### src/hdl/tec_pkg.sv
// text encoding classifier package: byte classes, result codes and the
// ebcdic to ascii translation table. no dependencies.
`default_nettype none

package tec_pkg;

	typedef enum logic [1:0] {
		CLS_NEVER = 2'd0,
		CLS_TEXT  = 2'd1,
		CLS_ISO   = 2'd2,
		CLS_EXT   = 2'd3
	} cls_t;

	typedef enum logic [3:0] {
		ENC_UNKNOWN  = 4'd0,
		ENC_ASCII    = 4'd1,
		ENC_UTF8_BOM = 4'd2,
		ENC_UTF8     = 4'd3,
		ENC_UTF16LE  = 4'd4,
		ENC_UTF16BE  = 4'd5,
		ENC_ISO8859  = 4'd6,
		ENC_EXTENDED = 4'd7,
		ENC_EBCDIC   = 4'd8,
		ENC_EBCDIC_I = 4'd9
	} enc_t;

	typedef struct packed {
		logic [7:0] data_byte;
		logic       last_byte;
	} tec_word_t;

	localparam logic [7:0] BOM_UTF8_0 = 8'hef;
	localparam logic [7:0] BOM_UTF8_1 = 8'hbb;
	localparam logic [7:0] BOM_UTF8_2 = 8'hbf;
	localparam logic [7:0] BOM_FE     = 8'hfe;
	localparam logic [7:0] BOM_FF     = 8'hff;

	localparam logic [7:0] EBC2ASC [256] = '{
		8'd0,   8'd1,   8'd2,   8'd3,   8'd156, 8'd9,   8'd134, 8'd127,
		8'd151, 8'd141, 8'd142, 8'd11,  8'd12,  8'd13,  8'd14,  8'd15,
		8'd16,  8'd17,  8'd18,  8'd19,  8'd157, 8'd133, 8'd8,   8'd135,
		8'd24,  8'd25,  8'd146, 8'd143, 8'd28,  8'd29,  8'd30,  8'd31,
		8'd128, 8'd129, 8'd130, 8'd131, 8'd132, 8'd10,  8'd23,  8'd27,
		8'd136, 8'd137, 8'd138, 8'd139, 8'd140, 8'd5,   8'd6,   8'd7,
		8'd144, 8'd145, 8'd22,  8'd147, 8'd148, 8'd149, 8'd150, 8'd4,
		8'd152, 8'd153, 8'd154, 8'd155, 8'd20,  8'd21,  8'd158, 8'd26,
		8'd32,  8'd160, 8'd161, 8'd162, 8'd163, 8'd164, 8'd165, 8'd166,
		8'd167, 8'd168, 8'd213, 8'd46,  8'd60,  8'd40,  8'd43,  8'd124,
		8'd38,  8'd169, 8'd170, 8'd171, 8'd172, 8'd173, 8'd174, 8'd175,
		8'd176, 8'd177, 8'd33,  8'd36,  8'd42,  8'd41,  8'd59,  8'd126,
		8'd45,  8'd47,  8'd178, 8'd179, 8'd180, 8'd181, 8'd182, 8'd183,
		8'd184, 8'd185, 8'd203, 8'd44,  8'd37,  8'd95,  8'd62,  8'd63,
		8'd186, 8'd187, 8'd188, 8'd189, 8'd190, 8'd191, 8'd192, 8'd193,
		8'd194, 8'd96,  8'd58,  8'd35,  8'd64,  8'd39,  8'd61,  8'd34,
		8'd195, 8'd97,  8'd98,  8'd99,  8'd100, 8'd101, 8'd102, 8'd103,
		8'd104, 8'd105, 8'd196, 8'd197, 8'd198, 8'd199, 8'd200, 8'd201,
		8'd202, 8'd106, 8'd107, 8'd108, 8'd109, 8'd110, 8'd111, 8'd112,
		8'd113, 8'd114, 8'd94,  8'd204, 8'd205, 8'd206, 8'd207, 8'd208,
		8'd209, 8'd229, 8'd115, 8'd116, 8'd117, 8'd118, 8'd119, 8'd120,
		8'd121, 8'd122, 8'd210, 8'd211, 8'd212, 8'd91,  8'd214, 8'd215,
		8'd216, 8'd217, 8'd218, 8'd219, 8'd220, 8'd221, 8'd222, 8'd223,
		8'd224, 8'd225, 8'd226, 8'd227, 8'd228, 8'd93,  8'd230, 8'd231,
		8'd123, 8'd65,  8'd66,  8'd67,  8'd68,  8'd69,  8'd70,  8'd71,
		8'd72,  8'd73,  8'd232, 8'd233, 8'd234, 8'd235, 8'd236, 8'd237,
		8'd125, 8'd74,  8'd75,  8'd76,  8'd77,  8'd78,  8'd79,  8'd80,
		8'd81,  8'd82,  8'd238, 8'd239, 8'd240, 8'd241, 8'd242, 8'd243,
		8'd92,  8'd159, 8'd83,  8'd84,  8'd85,  8'd86,  8'd87,  8'd88,
		8'd89,  8'd90,  8'd244, 8'd245, 8'd246, 8'd247, 8'd248, 8'd249,
		8'd48,  8'd49,  8'd50,  8'd51,  8'd52,  8'd53,  8'd54,  8'd55,
		8'd56,  8'd57,  8'd250, 8'd251, 8'd252, 8'd253, 8'd254, 8'd255
	};

	function automatic cls_t byte_class(input logic [7:0] b);
		cls_t c;
		if (b >= 8'ha0) begin
			c = CLS_ISO;
		end else if (b == 8'h85) begin
			c = CLS_TEXT;
		end else if (b >= 8'h80) begin
			c = CLS_EXT;
		end else if (b >= 8'h20) begin
			c = (b == 8'h7f) ? CLS_NEVER : CLS_TEXT;
		end else if ((b >= 8'h07 && b <= 8'h0a) || b == 8'h0c || b == 8'h0d || b == 8'h1b) begin
			c = CLS_TEXT;
		end else begin
			c = CLS_NEVER;
		end
		return c;
	endfunction

endpackage

`default_nettype wire

### src/hdl/tec_tracker.sv
// per-buffer flag tracking, utf-8 checker and final class selection.
// depends on tec_pkg.
`default_nettype none

module tec_tracker (
	input  wire logic              clk,
	input  wire logic              arst_n,
	input  wire logic              step,
	input  wire tec_pkg::tec_word_t word_in,
	output tec_pkg::enc_t          enc_class
);
	import tec_pkg::*;

	logic       ascii_ok_q, latin_ok_q, extended_ok_q, ebc_ascii_ok_q, ebc_latin_ok_q;
	logic       utf_invalid_q, utf_control_q, utf_multi_q;
	logic [2:0] cont_left_q;
	logic [2:0] bytes_seen_q;
	logic [7:0] lead_q [3];

	logic       ascii_ok_n, latin_ok_n, extended_ok_n, ebc_ascii_ok_n, ebc_latin_ok_n;
	logic       utf_invalid_n, utf_control_n, utf_multi_n;
	logic [2:0] cont_left_n;
	logic [2:0] bytes_seen_n;
	logic [7:0] lead_n [3];
	logic [7:0] b;
	cls_t       c, e;
	logic       utf_clean;

	assign b = word_in.data_byte;
	assign c = byte_class(b);
	assign e = byte_class(EBC2ASC[b]);

	always_comb begin
		ascii_ok_n     = ascii_ok_q && c == CLS_TEXT;
		latin_ok_n     = latin_ok_q && (c == CLS_TEXT || c == CLS_ISO);
		extended_ok_n  = extended_ok_q && c != CLS_NEVER;
		ebc_ascii_ok_n = ebc_ascii_ok_q && e == CLS_TEXT;
		ebc_latin_ok_n = ebc_latin_ok_q && (e == CLS_TEXT || e == CLS_ISO);

		utf_invalid_n = utf_invalid_q;
		utf_control_n = utf_control_q;
		utf_multi_n   = utf_multi_q;
		cont_left_n   = cont_left_q;
		if (!utf_invalid_q) begin
			if (cont_left_q != 3'd0) begin
				if (b[7:6] != 2'b10) begin
					utf_invalid_n = 1'b1;
				end else begin
					cont_left_n = cont_left_q - 3'd1;
					if (cont_left_q == 3'd1) utf_multi_n = 1'b1;
				end
			end else if (!b[7]) begin
				if (c != CLS_TEXT) utf_control_n = 1'b1;
			end else if (!b[6]) begin
				utf_invalid_n = 1'b1;
			end else if (!b[5]) begin
				cont_left_n = 3'd1;
			end else if (!b[4]) begin
				cont_left_n = 3'd2;
			end else if (!b[3]) begin
				cont_left_n = 3'd3;
			end else if (!b[2]) begin
				cont_left_n = 3'd4;
			end else if (!b[1]) begin
				cont_left_n = 3'd5;
			end else begin
				utf_invalid_n = 1'b1;
			end
		end

		lead_n = lead_q;
		if (bytes_seen_q < 3'd3) lead_n[bytes_seen_q[1:0]] = b;
		bytes_seen_n = (bytes_seen_q < 3'd4) ? bytes_seen_q + 3'd1 : bytes_seen_q;
	end

	// class priority on the state after this word
	always_comb begin
		utf_clean = !utf_invalid_n && !utf_control_n;
		if (ascii_ok_n) begin
			enc_class = ENC_ASCII;
		end else if (bytes_seen_n >= 3'd4 && lead_n[0] == BOM_UTF8_0 &&
		             lead_n[1] == BOM_UTF8_1 && lead_n[2] == BOM_UTF8_2 && utf_clean) begin
			enc_class = ENC_UTF8_BOM;
		end else if (utf_clean && utf_multi_n) begin
			enc_class = ENC_UTF8;
		end else if (bytes_seen_n >= 3'd2 && lead_n[0] == BOM_FF && lead_n[1] == BOM_FE) begin
			enc_class = ENC_UTF16LE;
		end else if (bytes_seen_n >= 3'd2 && lead_n[0] == BOM_FE && lead_n[1] == BOM_FF) begin
			enc_class = ENC_UTF16BE;
		end else if (latin_ok_n) begin
			enc_class = ENC_ISO8859;
		end else if (extended_ok_n) begin
			enc_class = ENC_EXTENDED;
		end else if (ebc_ascii_ok_n) begin
			enc_class = ENC_EBCDIC;
		end else if (ebc_latin_ok_n) begin
			enc_class = ENC_EBCDIC_I;
		end else begin
			enc_class = ENC_UNKNOWN;
		end
	end

	always_ff @(posedge clk or negedge arst_n) begin
		if (!arst_n) begin
			ascii_ok_q     <= 1'b1;
			latin_ok_q     <= 1'b1;
			extended_ok_q  <= 1'b1;
			ebc_ascii_ok_q <= 1'b1;
			ebc_latin_ok_q <= 1'b1;
			utf_invalid_q  <= 1'b0;
			utf_control_q  <= 1'b0;
			utf_multi_q    <= 1'b0;
			cont_left_q    <= 3'd0;
			bytes_seen_q   <= 3'd0;
			lead_q         <= '{8'd0, 8'd0, 8'd0};
		end else if (step) begin
			if (word_in.last_byte) begin
				ascii_ok_q     <= 1'b1;
				latin_ok_q     <= 1'b1;
				extended_ok_q  <= 1'b1;
				ebc_ascii_ok_q <= 1'b1;
				ebc_latin_ok_q <= 1'b1;
				utf_invalid_q  <= 1'b0;
				utf_control_q  <= 1'b0;
				utf_multi_q    <= 1'b0;
				cont_left_q    <= 3'd0;
				bytes_seen_q   <= 3'd0;
				lead_q         <= '{8'd0, 8'd0, 8'd0};
			end else begin
				ascii_ok_q     <= ascii_ok_n;
				latin_ok_q     <= latin_ok_n;
				extended_ok_q  <= extended_ok_n;
				ebc_ascii_ok_q <= ebc_ascii_ok_n;
				ebc_latin_ok_q <= ebc_latin_ok_n;
				utf_invalid_q  <= utf_invalid_n;
				utf_control_q  <= utf_control_n;
				utf_multi_q    <= utf_multi_n;
				cont_left_q    <= cont_left_n;
				bytes_seen_q   <= bytes_seen_n;
				lead_q         <= lead_n;
			end
		end
	end

endmodule

`default_nettype wire

### src/hdl/text_encoding_classifier.sv
// text encoding classifier top level: input register, tracker, result register.
// depends on tec_pkg and tec_tracker.
//
//   channel  | dir | tdata              | side band
//   s_axis   | in  | [7:0] data_byte    | tlast = last_byte
//   m_axis   | out | [3:0] encoding_class, [7:4] zero | none
//
// one word per cycle sustained, save that a last word waits while a result stalls;
// each word sits in the input register; only the last word's class is loaded into the result register.
// arst_n clears the valid flags and all per-buffer tracking flags.
// a stalled result holds only a last word in the input register; other words
// keep flowing while the result waits.
`default_nettype none

module text_encoding_classifier (
	input  wire logic       clk,
	input  wire logic       arst_n,
	input  wire logic       s_axis_tvalid,
	output logic            s_axis_tready,
	input  wire logic [7:0] s_axis_tdata,   // [7:0] data_byte
	input  wire logic       s_axis_tlast,
	output logic            m_axis_tvalid,
	input  wire logic       m_axis_tready,
	output logic [7:0]      m_axis_tdata    // [3:0] encoding_class, [7:4] zero
);
	import tec_pkg::*;

	logic      valid_s1;
	tec_word_t word_s1;
	logic      out_free;
	logic      adv_s1;
	enc_t      enc_class;
	enc_t      class_q;

	assign out_free      = !m_axis_tvalid || m_axis_tready;
	assign adv_s1        = valid_s1 && (!word_s1.last_byte || out_free);
	assign s_axis_tready = !valid_s1 || adv_s1;

	always_ff @(posedge clk or negedge arst_n) begin
		if (!arst_n) begin
			valid_s1 <= 1'b0;
		end else if (s_axis_tready) begin
			valid_s1 <= s_axis_tvalid;
		end
	end

	always_ff @(posedge clk) begin
		if (s_axis_tready && s_axis_tvalid) begin
			word_s1.data_byte <= s_axis_tdata;
			word_s1.last_byte <= s_axis_tlast;
		end
	end

	tec_tracker u_tracker (
		.clk       (clk),
		.arst_n    (arst_n),
		.step      (adv_s1),
		.word_in   (word_s1),
		.enc_class (enc_class)
	);

	always_ff @(posedge clk or negedge arst_n) begin
		if (!arst_n) begin
			m_axis_tvalid <= 1'b0;
		end else if (out_free) begin
			m_axis_tvalid <= adv_s1 && word_s1.last_byte;
		end
	end

	always_ff @(posedge clk) begin
		if (adv_s1 && word_s1.last_byte) begin
			class_q <= enc_class;
		end
	end

	assign m_axis_tdata = {4'd0, class_q};

endmodule

`default_nettype wire
### config.mk
export PLATFORM = sky130hd
export DESIGN_NAME = text_encoding_classifier
export DESIGN_NICKNAME = d
export VERILOG_FILES = /design/src/hdl/tec_pkg.sv /design/src/hdl/tec_tracker.sv /design/src/hdl/text_encoding_classifier.sv
export SDC_FILE = /design/constraint.sdc
export NUM_CORES = 1
export LEC_CHECK = 0
export ABC_AREA = 1
export BUFFER_PORTS_ARGS = -buffer_cell sky130_fd_sc_hd__buf_2
export CELL_PAD_IN_SITES_DETAIL_PLACEMENT = 1
export CELL_PAD_IN_SITES_GLOBAL_PLACEMENT = 1
export CORE_MARGIN = 3
export CORE_UTILIZATION = 29
export CTS_BUF_LIST = sky130_fd_sc_hd__clkbuf_16
export DETAILED_ROUTE_END_ITERATION = 10
export GPL_ROUTABILITY_DRIVEN = 0
export PLACE_DENSITY_LB_ADDON = 0.25
export RECOVER_POWER = 25
export SETUP_SLACK_MARGIN = 0.05
export SLEW_MARGIN = 30
export SYNTH_ARGS = -nofsm -noshare
export SYNTH_HDL_FRONTEND = slang
export SYNTH_SLANG_ARGS = --single-unit
### constraint.sdc
create_clock -name clk -period 3.6 [get_ports clk]
set_input_delay 0.36 -clock clk [delete_from_list [all_inputs] [get_ports clk]]
set_output_delay 0.36 -clock clk [all_outputs]
set_load 0.01 [all_outputs]
==> flow_metrics.py <==
metrics = {
    "clock_network": {
        "htree_levels": 2,
        "cts_tree": "yes",
        "cts_hold_buf": 0,
        "clk_path_buf_depth": 2,
        "clk_latency_ns": 0.31,
        "clkSinkCount": 53,
        "cts_root_buffer": "clkbuf_16",
        "cts_made_buffers": 5,
        "path_clk_slew_ns": 0.08,
    },
    "route": {
        "drtAntennaViolNets": 0,
        "dr.pass1.iters": 5,
        "vias": 5479,
        "avgRoutedWirePerCell_um": 19.4,
        "drtIter0Drc": 519,
        "remaining_drc_errors": 0,
        "routed_wl_mm": 19.8,
        "avgViaCountPerCell": 5.38,
    },
    "layout": {
        "fin_nets": 839,
        "diodes": 0,
        "mostFrequentLayoutCells": "266 x nand2_1, 68 x inv_1, 68 x nand3_1",
        "final_common_cell": "nand2_1",
        "fill_cells": 2113,
        "layout-drive-gt1-share_pct": 14.8,
        "area_growth_pct": 13.7,
    },
    "floorplanning": {
        "core-area_um2": 16200,
        "rows": 46,
        "die-area_um2": 18500,
        "die_w_um": 136,
        "initial_core_util_pct": 30.3,
        "num_io_pins": 23,
        "fp.dieH_um": 136,
    },
    "sta": {
        "timing.fmax_mhz": 305,
        "final.min_clock_period_ns": 3.28,
        "worst_slew_pin_slew_ns": 2.32,
        "final_max_slew_viol_count": 41,
        "fin_setup_tns_ns": 0,
        "finalSetupViolations": 0,
        "finalHoldViolations": 0,
        "rsz0062_at_grt": "no",
        "fin_hold_ws_ns": 0.219,
        "slew_headroom_pct": -54.4,
        "finalClockSkew_ns": 0.00715,
        "fin_crit_sh_pct": 91.1,
    },
    "hold_path": {
        "min_from": "s_axis_tdata[6]",
        "worstHoldPathType": "in2reg",
        "hold_depth": 1,
        "hold_path_end": "word_s1[7]$_DFFE_PP_",
    },
    "worst_setup_path": {
        "rr_startpoint": "word_s1[1]$_DFFE_PP_",
        "crit_fanout": 5,
        "crit_path_end_kind": "register",
        "r2r_cells": 24,
        "critPathLaunchType": "register",
        "critPathKind": "reg2reg",
        "cp_slowest_cell": "edfxtp_1",
        "rrSetupSlack_ns": 0.32,
        "cp_top_family": "simple AND/OR/NAND/NOR gates",
        "critPathBufInv": 3,
        "slowest_delay_ns": 0.44,
        "cpMostUsedCell": "nand2_1",
        "crit_chain": "buf_4, ha_4, inv_2, nand2_1, nand2_1, nor2_1, a21oi_1, nand3_1, nand2_1, nand3_1, nand2_1, nand2_1, nand3_1, nand2_1, nand2_1, nand2_1, ha_1, inv_1, nand3_1, a21oi_1, o21ai_1, nand2_1, nand2_1, nand2_1",
        "arrival_ns": 3.35,
        "cp.required_ns": 3.67,
        "timing.rr.end": "class_q[0]$_SDFFCE_PP1P_",
    },
    "global_routing": {
        "grt_pass1_vias": 5649,
        "grt_max_degree": 41,
        "grt_pass1_wl_mm": 31.4,
        "antenna_found_initial": 0,
        "grt.total_usage_pct": 21.9,
        "grt_overflow": 0,
    },
    "yosys": {
        "ys_seq_area_share_pct": 28.5,
        "avgSynthCellArea_um2": 6.29,
        "yosysWarnings": 0,
        "synth_area_um2": 4900,
        "yosysUniqueCellTypes": 42,
        "synthCells": 778,
        "synth-seq-cells": 53,
    },
    "place": {
        "io_buffers": 18,
        "dp_hpwl_mm": 15.0,
    },
    "run_status": {
        "violations": "capacitance limit, slew limit",
        "status": "finished with violations",
    },
    "flow_run": {
        "drv_cap": 1,
    },
    "power_and_ir_drop": {
        "ir_drop_v": 0.000204,
        "leakagePower_nw": 2.68,
        "powerDensity_nw_per_um2": 414,
    },
}
[where the power goes]
| part | switching, W | internal [W] |
|---|---|---|
| logic | 0.000682 | 0.000306 |
| clock network | 0.000261 | 0.000258 |
| registers | 0.0000691 | 0.000730 |
| total | 0.00101 | 0.00129 |
[sequential cells by signal, indices dropped and copies added, names as in the netlist]
name                      count
class_q                       4
m_axis_tvalid                 1
u_tracker.ascii_ok_q          1
u_tracker.bytes_seen_q        3
u_tracker.cont_left_q         3
u_tracker.ebc_ascii_ok_q      1
u_tracker.ebc_latin_ok_q      1
u_tracker.extended_ok_q       1
u_tracker.latin_ok_q          1
u_tracker.lead_q             24
u_tracker.utf_control_q       1
u_tracker.utf_invalid_q       1
u_tracker.utf_multi_q         1
valid_s1                      1
word_s1                       9
[layout make-up]
| cell class | instances | area [um2] | area share, % |
|---|---|---|---|
| Tap cell | 216 | 270 | 4.86 |
| Sequential cell | 53 | 1400 | 25.1 |
| Inverter | 81 | 313 | 5.62 |
| Multi-Input combinational cell | 610 | 3070 | 55.2 |
| Clock buffer | 5 | 125 | 2.25 |
| Clock inverter | 3 | 17.5 | 0.315 |
| Timing Repair Buffer | 51 | 368 | 6.61 |
[worst reg2reg max path: cells and delay by family (launching register included)]
family | cells | cell delay, ns
AOI/OAI and AO/OA | 3 | 0.33
adders and majority gates | 2 | 0.46
buffers and inverters | 3 | 0.35
DFF | 1 | 0.44
and+or+nand+nor | 16 | 1.47
[worst max path at each step]
stage	cells after the start	slack (ns)	from	endpoint
3_5_place_dp	23	0.16	word_s1[2]$_DFFE_PP_	class_q[0]$_SDFFCE_PP1P_
2_1_floorplan	26	0.48	word_s1[1]$_DFFE_PP_	class_q[0]$_SDFFCE_PP1P_
3_3_place_gp	23	0.14	word_s1[2]$_DFFE_PP_	class_q[0]$_SDFFCE_PP1P_
6_report	24	0.32	word_s1[1]$_DFFE_PP_	class_q[0]$_SDFFCE_PP1P_
4_1_cts	23	0.08	word_s1[2]$_DFFE_PP_	class_q[0]$_SDFFCE_PP1P_
5_1_grt	22	0.09	word_s1[2]$_DFFE_PP_	class_q[0]$_SDFFCE_PP1P_
[cells in the mapped netlist (all sizes together)]
cell       n  area [um2]
dfrtp     35         876
nor3       9        50.1
a22oi      2        15.0
nor2b      1        6.26
a31oi      1        6.26
and2       1        6.26
conb       1        3.75
a21oi     42         214
buf       30         204
nand4     11        68.8
o22ai      3        18.8
o41ai      1        8.76
a21boi     2        15.0
clkinv     1        3.75
o21ai     73         380
nor4       4        25.0
inv       80         300
o211ai     6        45.0
o31ai      1        7.51
o32ai      1        8.76
or2        1        6.26
o2111ai    2        17.5
dfstp      5         131
ha        24         300
clkbuf     7        26.3
edfxtp    13         390
nand2    279        1080
nand3     70         355
a22o       7        61.3
nor2      65         267
[logic make-up (layout without fill, tap and decap cells)]
group / Yosys count / count (layout) / share of synthesized area (%)
compound gates: 141 / 141 / 16.3
fa+ha+maj: 24 / 24 / 6.13
buf+inv: 118 / 140 / 10.9
flops: 53 / 53 / 28.5
other cells: 1 / 4 / 0.0766
simple gates: 441 / 441 / 38.0
[layer usage]
metal	vias to the layer above	track usage, %	part of all wire [%]
met4	0	8.06	3.2
met2	192	34.4	46
met5	-	0	0
li1	2588	-	-
met3	52	5.11	6.9
met1	2647	29.2	44
[stage by stage]
stage               instances  total power [W]  setup WS (ns)  area (um2)  util [%]
floorplan                 781          0.00148          0.478        4910         -
global placement         1003          0.00173          0.135        5240      32.4
detailed placement       1003          0.00176          0.156        5240      32.4
CTS                      1011          0.00229         0.0833        5380      33.3
global route             1019          0.00248         0.0872        5570      34.4
finish                   1019          0.00231          0.322        5570      34.4
[timing repair]
item                                    in CTS  in global routing
buffers inserted                             0                  8
gates resized for setup                      0                 39
endpoints found under the setup margin       0                  1
Note: power is estimated with default switching activity, not from simulation.
